[config.mk]
export PLATFORM = sky130hd
export DESIGN_NAME = sorted_table_engine_core
export DESIGN_NICKNAME = d
export VERILOG_FILES = /design/src/sv/ste_pkg.sv /design/src/sv/sorted_table_engine_core.sv /design/src/sv/ste_mem.sv /design/src/sv/ste_cmp.sv
export SDC_FILE = /design/constraint.sdc
export NUM_CORES = 1
export LEC_CHECK = 0
export BUFFER_PORTS_ARGS = -buffer_cell sky130_fd_sc_hd__buf_2
export CELL_PAD_IN_SITES_DETAIL_PLACEMENT = 1
export CELL_PAD_IN_SITES_GLOBAL_PLACEMENT = 1
export CORE_MARGIN = 2
export CORE_UTILIZATION = 35
export CTS_CLUSTER_DIAMETER = 40
export DETAILED_ROUTE_END_ITERATION = 8
export HOLD_SLACK_MARGIN = 0.08
export PLACE_DENSITY = 0.55
export SETUP_SLACK_MARGIN = 0.1
export SYNTH_ARGS = -nofsm -noshare
export SYNTH_HDL_FRONTEND = slang
export SYNTH_SLANG_ARGS = --single-unit
[constraint.sdc]
create_clock -name clock -period 7.2 [get_ports clock]
set_clock_uncertainty 0.2 [all_clocks]
set_input_delay 1.08 -clock clock [delete_from_list [all_inputs] [get_ports clock]]
set_output_delay 1.08 -clock clock [all_outputs]
set_load 0.01 [all_outputs]
[src/sv/ste_pkg.sv]
// Package for the sorted table engine: command and status codes, shared types.
// Used by ste_cmp, sorted_table_engine_core and the testbench; depends on nothing.
package ste_pkg;

   localparam logic [2:0] KIND_INSERT = 3'd0;
   localparam logic [2:0] KIND_FIND   = 3'd1;
   localparam logic [2:0] KIND_REMOVE = 3'd2;
   localparam logic [2:0] KIND_CLEAR  = 3'd3;
   localparam logic [2:0] KIND_DUMP   = 3'd4;

   localparam logic [1:0] STATUS_OK        = 2'd0;
   localparam logic [1:0] STATUS_NOT_FOUND = 2'd1;
   localparam logic [1:0] STATUS_FULL      = 2'd2;
   localparam logic [1:0] STATUS_EMPTY     = 2'd3;

   // A dump never emits more items than this.
   localparam int MAX_DUMP = 16;

   typedef struct packed {
      logic lt;
      logic eq;
   } cmp_result_type;

endpackage

[src/sv/sorted_table_engine_core.sv]
// Sorted table engine: sequencer over one entry memory and one shared comparator.
// A scan step reads an entry and then compares it; a shift step reads an entry and then
// writes it one place on. A dump reads and then emits each item; clear and rejected
// commands never leave idle, so busy stays low for them.
// busy stays high until the last item of a command is issued; results cannot be stalled.
// Synchronous reset empties the table; entry contents are not cleared.
module sorted_table_engine_core
   import ste_pkg::*;
#(
   parameter int DEPTH = 16
) (
   input  logic               clock,
   input  logic               reset,
   input  logic               start,
   output logic               busy,
   input  logic [2:0]         req_kind,
   input  logic signed [31:0] req_value,
   output logic               rsp_valid,
   output logic [1:0]         rsp_status,
   output logic               rsp_found,
   output logic [3:0]         rsp_position,
   output logic signed [31:0] rsp_entry_value,
   output logic [4:0]         rsp_fill_count,
   output logic               rsp_last
);

   localparam int AW = $clog2(DEPTH);
   localparam int CW = $clog2(DEPTH + 1);

   localparam logic [3:0] S_IDLE     = 4'd0;
   localparam logic [3:0] S_SCAN_RD  = 4'd1;
   localparam logic [3:0] S_SCAN_CMP = 4'd2;
   localparam logic [3:0] S_INS_RD   = 4'd3;
   localparam logic [3:0] S_INS_WR   = 4'd4;
   localparam logic [3:0] S_DEL_RD   = 4'd5;
   localparam logic [3:0] S_DEL_WR   = 4'd6;
   localparam logic [3:0] S_DUMP_RD  = 4'd7;
   localparam logic [3:0] S_DUMP_EM  = 4'd8;

   logic [3:0]         state_ff, state_in;
   logic [CW-1:0]      count_ff, count_in;
   logic [AW-1:0]      idx_ff, idx_in;
   logic [AW-1:0]      ptr_ff, ptr_in;
   logic [2:0]         kind_ff, kind_in;
   logic [31:0]        value_ff, value_in;

   logic               rsp_valid_ff, rsp_valid_in;
   logic [1:0]         rsp_status_ff, rsp_status_in;
   logic               rsp_found_ff, rsp_found_in;
   logic [3:0]         rsp_position_ff, rsp_position_in;
   logic [31:0]        rsp_value_ff, rsp_value_in;
   logic [4:0]         rsp_fill_ff, rsp_fill_in;
   logic               rsp_last_ff, rsp_last_in;

   logic               mem_we;
   logic [AW-1:0]      mem_wa;
   logic [31:0]        mem_wd;
   logic [AW-1:0]      mem_ra;
   logic [31:0]        mem_rd;
   cmp_result_type     cmp;
   logic               scan_end;
   logic               dump_last;

   ste_mem #(.DEPTH(DEPTH)) u_mem (
      .clock   (clock),
      .wr_en   (mem_we),
      .wr_addr (mem_wa),
      .wr_data (mem_wd),
      .rd_addr (mem_ra),
      .rd_data (mem_rd)
   );

   ste_cmp u_cmp (
      .entry  (mem_rd),
      .key    (value_ff),
      .result (cmp)
   );

   assign scan_end  = (CW'(idx_ff) + CW'(1)) == count_ff;
   assign dump_last = scan_end || (32'(idx_ff) == 32'(MAX_DUMP - 1));

   always_comb begin
      state_in        = state_ff;
      count_in        = count_ff;
      idx_in          = idx_ff;
      ptr_in          = ptr_ff;
      kind_in         = kind_ff;
      value_in        = value_ff;
      rsp_valid_in    = 1'b0;
      rsp_status_in   = STATUS_OK;
      rsp_found_in    = 1'b0;
      rsp_position_in = '0;
      rsp_value_in    = '0;
      rsp_last_in     = 1'b1;
      mem_we          = 1'b0;
      mem_wa          = ptr_ff;
      mem_wd          = mem_rd;
      mem_ra          = idx_ff;

      case (state_ff)
         S_IDLE: begin
            if (start) begin
               kind_in  = req_kind;
               value_in = req_value;
               idx_in   = '0;
               ptr_in   = '0;
               case (req_kind)
                  KIND_INSERT: begin
                     if (count_ff >= CW'(DEPTH)) begin
                        rsp_valid_in  = 1'b1;
                        rsp_status_in = STATUS_FULL;
                     end else if (count_ff == '0) begin
                        state_in = S_INS_RD;
                     end else begin
                        state_in = S_SCAN_RD;
                     end
                  end
                  KIND_FIND, KIND_REMOVE: begin
                     if (count_ff == '0) begin
                        rsp_valid_in  = 1'b1;
                        rsp_status_in = STATUS_NOT_FOUND;
                     end else begin
                        state_in = S_SCAN_RD;
                     end
                  end
                  KIND_CLEAR: begin
                     count_in     = '0;
                     rsp_valid_in = 1'b1;
                  end
                  KIND_DUMP: begin
                     if (count_ff == '0) begin
                        rsp_valid_in  = 1'b1;
                        rsp_status_in = STATUS_EMPTY;
                     end else begin
                        state_in = S_DUMP_RD;
                     end
                  end
                  default: begin
                  end
               endcase
            end
         end
         S_SCAN_RD: begin
            mem_ra   = idx_ff;
            state_in = S_SCAN_CMP;
         end
         S_SCAN_CMP: begin
            if (kind_ff == KIND_INSERT) begin
               // The insertion point is the first entry not below the new value.
               if (cmp.lt) begin
                  idx_in = idx_ff + AW'(1);
                  if (scan_end) begin
                     ptr_in   = AW'(count_ff);
                     state_in = S_INS_RD;
                  end else begin
                     state_in = S_SCAN_RD;
                  end
               end else begin
                  ptr_in   = AW'(count_ff);
                  state_in = S_INS_RD;
               end
            end else if (cmp.eq) begin
               if (kind_ff == KIND_FIND) begin
                  rsp_valid_in    = 1'b1;
                  rsp_found_in    = 1'b1;
                  rsp_position_in = 4'(idx_ff);
                  rsp_value_in    = value_ff;
                  state_in        = S_IDLE;
               end else begin
                  ptr_in   = idx_ff;
                  state_in = S_DEL_RD;
               end
            end else if (scan_end) begin
               rsp_valid_in  = 1'b1;
               rsp_status_in = STATUS_NOT_FOUND;
               state_in      = S_IDLE;
            end else begin
               idx_in   = idx_ff + AW'(1);
               state_in = S_SCAN_RD;
            end
         end
         S_INS_RD: begin
            // Entries above the insertion point move up one place, top first.
            if (ptr_ff == idx_ff) begin
               mem_we          = 1'b1;
               mem_wa          = idx_ff;
               mem_wd          = value_ff;
               count_in        = count_ff + CW'(1);
               rsp_valid_in    = 1'b1;
               rsp_position_in = 4'(idx_ff);
               rsp_value_in    = value_ff;
               state_in        = S_IDLE;
            end else begin
               mem_ra   = ptr_ff - AW'(1);
               state_in = S_INS_WR;
            end
         end
         S_INS_WR: begin
            mem_we   = 1'b1;
            mem_wa   = ptr_ff;
            mem_wd   = mem_rd;
            ptr_in   = ptr_ff - AW'(1);
            state_in = S_INS_RD;
         end
         S_DEL_RD: begin
            if ((CW'(ptr_ff) + CW'(1)) >= count_ff) begin
               count_in        = count_ff - CW'(1);
               rsp_valid_in    = 1'b1;
               rsp_found_in    = 1'b1;
               rsp_position_in = 4'(idx_ff);
               rsp_value_in    = value_ff;
               state_in        = S_IDLE;
            end else begin
               mem_ra   = ptr_ff + AW'(1);
               state_in = S_DEL_WR;
            end
         end
         S_DEL_WR: begin
            mem_we   = 1'b1;
            mem_wa   = ptr_ff;
            mem_wd   = mem_rd;
            ptr_in   = ptr_ff + AW'(1);
            state_in = S_DEL_RD;
         end
         S_DUMP_RD: begin
            mem_ra   = idx_ff;
            state_in = S_DUMP_EM;
         end
         S_DUMP_EM: begin
            rsp_valid_in    = 1'b1;
            rsp_position_in = 4'(idx_ff);
            rsp_value_in    = mem_rd;
            rsp_last_in     = dump_last;
            idx_in          = idx_ff + AW'(1);
            state_in        = dump_last ? S_IDLE : S_DUMP_RD;
         end
         default: begin
            state_in = S_IDLE;
         end
      endcase

      rsp_fill_in = 5'(count_in);
   end

   always_ff @(posedge clock) begin
      if (reset) begin
         state_ff     <= S_IDLE;
         count_ff     <= '0;
         rsp_valid_ff <= 1'b0;
      end else begin
         state_ff     <= state_in;
         count_ff     <= count_in;
         rsp_valid_ff <= rsp_valid_in;
      end
   end

   always_ff @(posedge clock) begin
      idx_ff          <= idx_in;
      ptr_ff          <= ptr_in;
      kind_ff         <= kind_in;
      value_ff        <= value_in;
      rsp_status_ff   <= rsp_status_in;
      rsp_found_ff    <= rsp_found_in;
      rsp_position_ff <= rsp_position_in;
      rsp_value_ff    <= rsp_value_in;
      rsp_fill_ff     <= rsp_fill_in;
      rsp_last_ff     <= rsp_last_in;
   end

   assign busy            = state_ff != S_IDLE;
   assign rsp_valid       = rsp_valid_ff;
   assign rsp_status      = rsp_status_ff;
   assign rsp_found       = rsp_found_ff;
   assign rsp_position    = rsp_position_ff;
   assign rsp_entry_value = rsp_value_ff;
   assign rsp_fill_count  = rsp_fill_ff;
   assign rsp_last        = rsp_last_ff;

`ifndef SYNTH
   a_count_bound: assert property (@(posedge clock) disable iff (reset)
      count_ff <= CW'(DEPTH))
      else $error("entry count exceeds table depth");

   a_full_reject: assert property (@(posedge clock) disable iff (reset)
      (start && !busy && req_kind == KIND_INSERT && count_ff == CW'(DEPTH))
      |=> (rsp_valid && rsp_status == STATUS_FULL && count_ff == CW'(DEPTH)))
      else $error("insert into a full table not rejected");

   a_dump_continues: assert property (@(posedge clock) disable iff (reset)
      (rsp_valid_ff && !rsp_last_ff) |-> (state_ff == S_DUMP_RD))
      else $error("non-final item issued outside a dump");

   a_count_step: assert property (@(posedge clock) disable iff (reset)
      (count_ff != $past(count_ff) && count_ff != '0)
      |-> (count_ff == $past(count_ff) + CW'(1) || count_ff == $past(count_ff) - CW'(1)))
      else $error("entry count changed by more than one");
`endif

endmodule

[src/sv/ste_mem.sv]
// Entry store of the sorted table engine: one write port, one read port,
// registered read data. Depends on nothing.
module ste_mem #(
   parameter int DEPTH = 16
) (
   input  logic                       clock,
   input  logic                       wr_en,
   input  logic [$clog2(DEPTH)-1:0]   wr_addr,
   input  logic [31:0]                wr_data,
   input  logic [$clog2(DEPTH)-1:0]   rd_addr,
   output logic [31:0]                rd_data
);

   logic [31:0] mem [DEPTH];
   logic [31:0] rd_data_ff;

   always_ff @(posedge clock) begin
      if (wr_en) begin
         mem[wr_addr] <= wr_data;
      end
      rd_data_ff <= mem[rd_addr];
   end

   assign rd_data = rd_data_ff;

endmodule

[src/sv/ste_cmp.sv]
// Shared signed comparator of the sorted table engine, used on every scan step.
// Depends on ste_pkg.
module ste_cmp
   import ste_pkg::*;
(
   input  logic signed [31:0] entry,
   input  logic signed [31:0] key,
   output cmp_result_type     result
);

   always_comb begin
      result.lt = entry < key;
      result.eq = entry == key;
   end

endmodule

== After elaboration in Yosys (flattened, before gate mapping) ==
Memory sizes are Yosys's and may differ from the RTL's. A register that Yosys moved wholly into a read port is not among the register bits.
Index checks and enable logic that the tools add are counted.
Operators by class
  $lt $le $gt $ge: 3
  reduce and logical (&&, ||, !) cells: 15
  equality and inequality tests: 28
  mux-type cells: 78
  add/subtract/negate cells: 7
Operators with widths (count)
  two-way mux 32 bit: 7
  case mux 32 bit (4 select lines): 1
  two-way mux 4 bit: 26
  case mux 4 bit (9 select lines): 1
  equality test 32 bit: 1
  less-than comparator 32 bit: 1
  case mux 4 bit (4 select lines): 2
  inequality test 3 bit (second input constant): 8
  case mux 4 bit (3 select lines): 2
  two-way mux 5 bit: 4
  two-way mux 1 bit: 18
  equality test 4 x 3 -> 1 bit (second input constant): 4
  case mux 5 bit (3 select lines): 1
  AND reduction 5 bit: 3
  two-way mux 3 bit: 4
  adder 4 x 1 -> 5 bit (second input constant): 2
  two-way mux 2 bit: 5
  adder 4 x 1 -> 4 bit (second input constant): 2
  equality test 4 x 2 -> 1 bit (second input constant): 2
  equality test 4 bit (second input constant): 2
  case mux 4 bit (2 select lines): 1
  nonzero test 4 bit: 2
  equality test 3 x 1 -> 1 bit (second input constant): 2
  equality test 3 x 2 -> 1 bit (second input constant): 2
  25 further kinds: 28
Word-level totals
  memories kept: 1
  memory bits (writable): 512
  output and inout port bits: 47
  register bits after elaboration: 98
  word-level logic and storage cells: 145
Memory list
  u_mem.mem: words 16, bits a word 32, read ports 1, clocked after Yosys merged registers in 1, wr ports 1, RTL line ste_mem.sv:14  | logic [31:0] mem [DEPTH];

== Logic depth before layout (Yosys ltp) ==
Gate-level depths: netlist of the first run.
  depth in word-level cells: 6
  gate-level depth with buffers: 14
  mapped depth without buffers: 11

== By module ==
A second synthesis of the first run with hierarchy kept.
Second synthesis, totals
  cell total of the unflattened synthesis: 1368
  area, all modules: 25393.1 um^2
By module, submodules not included
  ste_mem: area an instance 19835.3 um^2, times used 1, cells an instance 838
  sorted_table_engine_core: area an instance 4700.8 um^2, times used 1, cells an instance 413
  ste_cmp: area an instance 857.1 um^2, times used 1, cells an instance 117

== Least setup slack after synthesis of the first run ==
No wires, ideal clock.
  kind: register to register
  start: reg ptr_ff[0]
  end: mem u_mem.mem[2][0] (enable)
  period minus slack after synthesis: 4.718 ns
  stages on the path, launching flop included: 10
  buffers on the path: 3
  data arrival time: 4.057 ns
  setup slack: 2.482 ns
  data required time: 6.539 ns
  path through: edfxtp_1 > buf_2 > xnor2_1 > nand4_1 > or2_2 > clkbuf_1 > clkbuf_1 > a21oi_1 > nand2_1 > nor3_1
Between the ends
  longest elaborated chain between the ends: 5
  elaborated cells between the ends (all ways): 7
  classes of those cells: eq/ne: 1; mux: 6
RTL lines
  start: declaration: RTL line sorted_table_engine_core.sv:43  | logic [AW-1:0] ptr_ff, ptr_in;
  start signal: assignment: RTL line sorted_table_engine_core.sv:259  | ptr_ff <= ptr_in;
  equality test 4 bit: RTL line sorted_table_engine_core.sv:184  | if (ptr_ff == idx_ff) begin
  two-way mux 1 bit: RTL line sorted_table_engine_core.sv:184
  case mux 1 bit (2 select lines): RTL line sorted_table_engine_core.sv:100  | case (state_ff)
  two-way mux 1 bit: RTL line ste_mem.sv:18  | if (wr_en) begin
  two-way mux 1 bit (not written as such): RTL line ste_mem.sv:19  | mem[wr_addr] <= wr_data;
  end: declaration: RTL line ste_mem.sv:14
Parallel ways exist; a longest one is shown, timed or not.

== Worst setup path after layout of the first run ==
  start: reg ptr_ff[0]
  end: reg u_mem.rd_data_ff[30], in the netlist u_mem.rd_data[30] (read register of u_mem.mem)
Between the ends
  longest elaborated chain between the ends: 4
  elaborated cells between the ends (all ways): 8
  classes of those cells: add/sub: 3; order compare: 1; eq/ne: 1; mux: 3
RTL lines
  adder 4 x 1 -> 5 bit: RTL line sorted_table_engine_core.sv:206  | if ((CW'(ptr_ff) + CW'(1)) >= count_ff) begin
  >= comparator 5 bit: RTL line sorted_table_engine_core.sv:206
  two-way mux 4 bit: RTL line sorted_table_engine_core.sv:206
  case mux 4 bit (2 select lines) *: RTL line sorted_table_engine_core.sv:100
  end: declaration: RTL line ste_mem.sv:15  | logic [31:0] rd_data_ff;
Every way passes the cells marked *; elsewhere a longest branch is shown, timed or not.
A chain may end at the register's enable or synchronous reset.

==> results.cfg, run 1 <==
[run_status]
status = finished, final reports clean

[detailed_routing]
via_count = 15820
drt-initial-drc-count = 1032
wl_mm = 75.44
drc_errors = 0
wl_per_cell_um = 25.66
first_pass_iters = 7
routed_via_density = 5.382
antenna_left = 0

[synth]
synth_enable_flop_cells = 555
synth.avg_cell_area_um2 = 14.82
ys_seq_area_share_pct = 71.50
ys_warn_count = 0
yosysTopAreaCell = edfxtp_1
synth_area_um2 = 25750
synthTopCellsByArea = edfxtp_1 65%, dfxtp_1 6.8%, mux2i_1 4.0%
synthesis.nets = 1817
yosys_register_bits = 642
syn_inst = 1737
synth_cell_types = 67
async_flop_share_pct = 0
synth_ff_type = edfxtp_1
synthDominantCellAreaShare_pct = 64.73

[timing]
hold_viol_final = 0
tightest_slew_ns = 1.181
maxSlewHeadroom_pct = 21.27
finalSetupTns_ns = 0
rsz0062_at_grt = no
period_share_pct = 70.92
drv_slew = 0
report.final.setup_viol = 0
fin_crit_ns = 5.106
hold_ws_ns = 0.2843
fmax_mhz = 195.8

[finish]
diodes = 0
nFillCells = 7250
area_delta_synth_final_pct = 21.97
nNetsFinal = 1970
drive_gt1_share_pct = 19.43

[pwr]
p_int_mw = 8.943
pwr_density_cell_nw_per_um2 = 402.3
switching_power_mw = 3.689
power.leakage_nw = 11.25
combPwrFrac_pct = 19.3
vdd_drop_max_v = 0.0001924
pwr-share-clk_pct = 42.3
power_mw = 12.63
p_sw_share_pct = 29.20
seq_power_share_pct = 38.4

[clocking]
cts.path.max_buffers = 3
clockRootBuffer = clkbuf_16
htree_num_levels = 3
path_clk_slew_ns = 0.05
numCtsBuffers = 109
clock_sinks = 642
cts_tree = done
post_cts_resized = 0
cts_setup_buffers = 0
hold_buffers = 0
clock_latency_ns = 0.66

[grt]
grt_max_degree = 100
antenna_found_initial = 0
grt.overflow.total = 0
grt_pass1_wl_mm = 110.2
grt_usage_pct = 19.97
grt_pass1_vias = 16490

[die]
die_height_um = 275.2
dieArea_um2 = 75750
pin_count = 85
start_util_pct = 35.35
num_rows = 99
dieWidth_um = 275.2
core_area_um2 = 72830

[setup_path]
required_ns = 7.52
r2r-start = ptr_ff[0]$_DFFE_PP_
crit_start = ptr_ff[0]$_DFFE_PP_
critPathSlowestCell = and3b_2
critPathKind = register to register
crit_path_max_incr_delay_ns = 1.10
cp-end-kind = register
cp_cell_sequence = ha_1 > xor2_1 > ha_1 > a21oi_1 > o21a_1 > o211ai_1 > a311oi_4 > buf_4 > and3b_2 > a21boi_1 > a211oi_1 > a211o_1
path_max_fanout = 37
cp_common_cell = ha_1
start_kind = register
crit_arrival_ns = 5.43
rr_worst_depth = 12

[min_path]
holdCritPathClass = register to register
hp-start = value_ff[6]$_DFFE_PP_
whs_path_depth = 1

[place]
port_buffers = 84
dp_hpwl_mm = 40.51
place.gp.congestion = 0.7702

[job]
max_cap_viol_count = 0
through the flow:
stage | worst slack, ns | cell area [um^2] | utilization (%) | cells
floorplan | 2.482 | 25750 | - | 1737
global placement | 2.192 | 27590 | 37.88 | 2738
detailed placement | 2.077 | 27590 | 37.88 | 2738
CTS | 2.071 | 31400 | 43.11 | 2940
global route | 1.835 | 31400 | 43.11 | 2940
finish | 2.094 | 31400 | 43.11 | 2940
path summary, 6_finish.rpt:
check | slack [ns] | endpoint
max reg2reg | 2.09 | u_mem.rd_data[30]$_DFF_P_
min | 0.28 | rsp_entry_value[6]$_DFF_P_
max | 2.09 | u_mem.rd_data[30]$_DFF_P_
min reg2reg | 0.28 | rsp_entry_value[6]$_DFF_P_
flip-flops by register name (all words and copies together) (netlist names), 3 cells and up:
| register | count |
|---|---|
| value_ff | 32 |
| u_mem.mem | 512 |
| rsp_entry_value | 32 |
| state_ff | 4 |
| count_ff | 5 |
| rsp_fill_count | 5 |
| rsp_position | 4 |
| ptr_ff | 4 |
| idx_ff | 4 |
| u_mem.rd_data | 32 |
| kind_ff | 3 |
cells in the mapped netlist, drive strengths merged (2+ instances only):
cell	count
o211ai	4
o2111a	2
a2bb2oi	2
ha	42
a311oi	34
nor3	11
o22ai	5
o21ai	52
or3	4
and4	4
a211oi	37
and2	67
xor2	4
o221ai	65
xnor2	12
nand4bb	2
o21a	6
clkbuf	68
a2111oi	34
edfxtp	555
nand2	131
nor2	46
buf	42
inv	45
nand4	8
nand3	18
a21oi	128
mux2i	103
a211o	35
a22o	32
nor4b	3
nor2b	11
a21o	4
dfxtp	87
or2	2
nand2b	7
a31oi	3
nor4	4
critical path: cells and delay by family, from the launching register on:
| kind | cells | cell delay (ns) |
|---|---|---|
| buffers and inverters | 1 | 0.60 |
| XOR/XNOR | 1 | 0.24 |
| AND/OR/NAND/NOR | 1 | 1.10 |
| AO/OA/AOI/OAI | 7 | 1.61 |
| adder cells (fa/ha/maj) | 2 | 0.59 |
| flip-flops | 1 | 0.64 |
power by group through the flow:
| stage | clock, mW | combinational [mW] | sequential (mW) |
|---|---|---|---|
| floorplan | 0 | 1.58 | 4.82 |
| global placement | 0 | 2.39 | 4.93 |
| detailed placement | 0 | 2.46 | 4.92 |
| CTS | 5.44 | 2.47 | 4.85 |
| global route | 5.60 | 2.69 | 4.87 |
| finish | 5.35 | 2.44 | 4.85 |
routing by layer:
| metal | routed length (um) | vias up | track usage (%) |
|---|---|---|---|
| li1 | - | 7158 | - |
| met1 | 34610 | 8198 | 27.39 |
| met2 | 36030 | 356 | 32.70 |
| met3 | 3011 | 110 | 2.914 |
| met4 | 1789 | 0 | 6.415 |
| met5 | 0 | - | 0 |
placed cells by master (no fill, tap or decap), types with 8 or more instances in the layout:
master and n:
nand3_1 17, mux2i_1 103, xnor2_1 12, bufinv_16 18, nand2_1 131, a2111oi_0 22, inv_1 44, o21ai_0 48
a211oi_1 37, a21oi_1 127, a2111oi_2 12, clkbuf_1 16, clkinvlp_4 11, clkinv_4 9, o221ai_1 65, edfxtp_1 555
a211o_1 35, nor2_1 32, nand4_1 8, buf_4 66, dfxtp_1 87, clkinv_2 21, nor2b_1 10, and2_1 67
buf_2 84, clkbuf_16 110, ha_1 42, a22o_1 32, nor2_4 13, a311oi_1 33
layout make-up:
| class | count | area (um^2) | area share (%) |
|---|---|---|---|
| Timing Repair Buffer | 152 | 955.9 | 3.044 |
| Tap cell | 959 | 1200 | 3.821 |
| Sequential cell | 642 | 18410 | 58.62 |
| Clock buffer | 132 | 2895 | 9.220 |
| Inverter | 45 | 168.9 | 0.5379 |
| Clock inverter | 70 | 918.4 | 2.925 |
| Multi-Input combinational cell | 940 | 6857 | 21.83 |
cells by family after synthesis:
family,after synthesis,share of synthesized area [%]
muxes,103,4.004
xor gates and xnor gates,16,0.5443
AOI/OAI and AO/OA,455,13.04
buffers and inverters,155,2.610
adders and majority gates,42,2.041
and+or+nand+nor,324,6.264
DFF,642,71.50
No activity file was read; power rests on OpenSTA's default activity.
==> inputs of run 2 (changes only) <==
PLACE_DENSITY = 0.57   (was 0.55)
clock period = 4.3 ns   (was 7.2 ns; I/O delays follow)
==> run 2 against run 1 <==
  * Register-to-register slack worse by 1.8 ns
  * Worst hold slack worse by 0.18 ns
  * Clock-buffer cell count is 12 lower
  * Routed wire length is 1.0% higher
  * Non-clock buffer count is 81 higher
  * Clock power is 60% higher
  * Flip-flop and latch count stayed put
  * Combinational power is 84% higher
  * Via count is 2.4% higher
  * Critical path type unchanged
  * Largest cell class unchanged
==> results.cfg, run 2 (synthesized netlist as in run 1, its figures left out) <==
[detailed_routing]
first_pass_iters = 5
antenna_left = 0
wl_mm = 76.22
via_count = 16200
drt-initial-drc-count = 1176
drc_errors = 0
routed_via_density = 5.366
wl_per_cell_um = 25.25

[pwr]
pwr_density_cell_nw_per_um2 = 653.5
power_mw = 21.10
power.leakage_nw = 11.62
vdd_drop_max_v = 0.0003232

[setup_path]
crit_arrival_ns = 4.35
r2r-start = ptr_ff[0]$_DFFE_PP_
required_ns = 4.62
cp-end-kind = register
crit_start = ptr_ff[0]$_DFFE_PP_
path_max_fanout = 23
start_kind = register
critPathKind = register to register

[die]
dieWidth_um = 275.2
pin_count = 85
core_area_um2 = 72830
num_rows = 99
start_util_pct = 35.35
dieArea_um2 = 75750
die_height_um = 275.2

[timing]
maxSlewHeadroom_pct = 42.73
hold_ws_ns = 0.1014
fmax_mhz = 247.7
drv_slew = 0
tightest_slew_ns = 0.8591
report.final.setup_viol = 0
hold_viol_final = 0
period_share_pct = 93.88
fin_crit_ns = 4.037
finalSetupTns_ns = 0
rsz0062_at_grt = yes

[clocking]
cts_tree = done
numCtsBuffers = 105
clockRootBuffer = clkbuf_16
clock_latency_ns = 0.66
cts.path.max_buffers = 3
path_clk_slew_ns = 0.05
cts_setup_buffers = 0
htree_num_levels = 3
clock_sinks = 642

[finish]
top_register = u_mem.mem
nNetsFinal = 2047
drive_gt1_share_pct = 21.03
largest_reg_flops = 512
design_area_um2 = 32290
mostFrequentLayoutCells = 555 x edfxtp_1, 131 x nand2_1, 127 x a21oi_1, 107 x clkbuf_16, 103 x mux2i_1
final_common_cell = edfxtp_1
fin_util_pct = 44.33
diodes = 0
nFillCells = 7216
area_delta_synth_final_pct = 25.40

[min_path]
holdCritPathClass = primary input to register
hp-start = reset

[place]
place_area_um2 = 28290
place.gp.congestion = 0.8019
port_buffers = 84
dp_hpwl_mm = 44.24

[grt]
grt_pass1_vias = 17250
grt_usage_pct = 20.28
grt.overflow.total = 0
grt_pass1_wl_mm = 112.9
grt_max_degree = 67
antenna_found_initial = 0

[job]
max_cap_viol_count = 0

[run_status]
status = finished, final reports clean
run 2: area by class of cell:
class | instances | area, um^2 | share of cell area, %
inverters | 45 | 168.9 | 0.5232
flip-flops and latches | 642 | 18410 | 57.01
multi-input cells | 940 | 6884 | 21.32
clock inverters | 79 | 884.6 | 2.740
clock buffers | 120 | 2766 | 8.568
well taps | 959 | 1200 | 3.716
repair buffers | 233 | 1974 | 6.115
run 2: metal layers:
layer / wire length (um) / vias up / global-route usage (%)
li1: - / 7314 / -
met4: 2254 / 0 / 7.383
met3: 3269 / 117 / 2.845
met2: 37520 / 378 / 34.70
met1: 33170 / 8387 / 26.27
met5: 0 / - / 0
run 2: power by group:
group | total, mW | internal, mW | switching [mW]
clock network | 8.54 | 5.40 | 3.13
registers | 8.06 | 7.78 | 0.282
logic | 4.50 | 1.58 | 2.92
run 2: worst paths after layout:
| path | end | slack [ns] | cells past startpoint |
|---|---|---|---|
| max | u_mem.rd_data[30]$_DFF_P_ | 0.26 | 12 |
| min | count_ff[1]$_SDFF_PP0_ | 0.10 | 2 |
| max reg2reg | u_mem.rd_data[30]$_DFF_P_ | 0.26 | 12 |
| min reg2reg | rsp_entry_value[28]$_DFF_P_ | 0.29 | 1 |
run 2: repair_timing:
action                     in CTS  in global routing
gates resized for setup         0                  4
setup endpoints to repair       0                 30
hold buffers                   34                  0
hold endpoints to repair       35                  0
run 2: critical path, stage by stage (launching register included):
cell and delay, ns:
edfxtp_1 0.50, ha_1 0.30, xor2_1 0.22, ha_1 0.28, a21oi_1 0.19, o21a_1 0.23
o211ai_1 0.24, a311oi_4 0.52, buf_4 0.35, nor2b_4 0.23, buf_12 0.23, a21oi_1 0.10
a211o_1 0.28
run 2: stage by stage:
| stage | setup WS, ns | cells |
|---|---|---|
| 2_1_floorplan | 0.4386 | 1737 |
| 3_3_place_gp | 0.3041 | 2785 |
| 3_5_place_dp | 0.1767 | 2785 |
| 4_1_cts | 0.1533 | 3018 |
| 5_1_grt | 0.06884 | 3018 |
| 6_report | 0.2632 | 3018 |
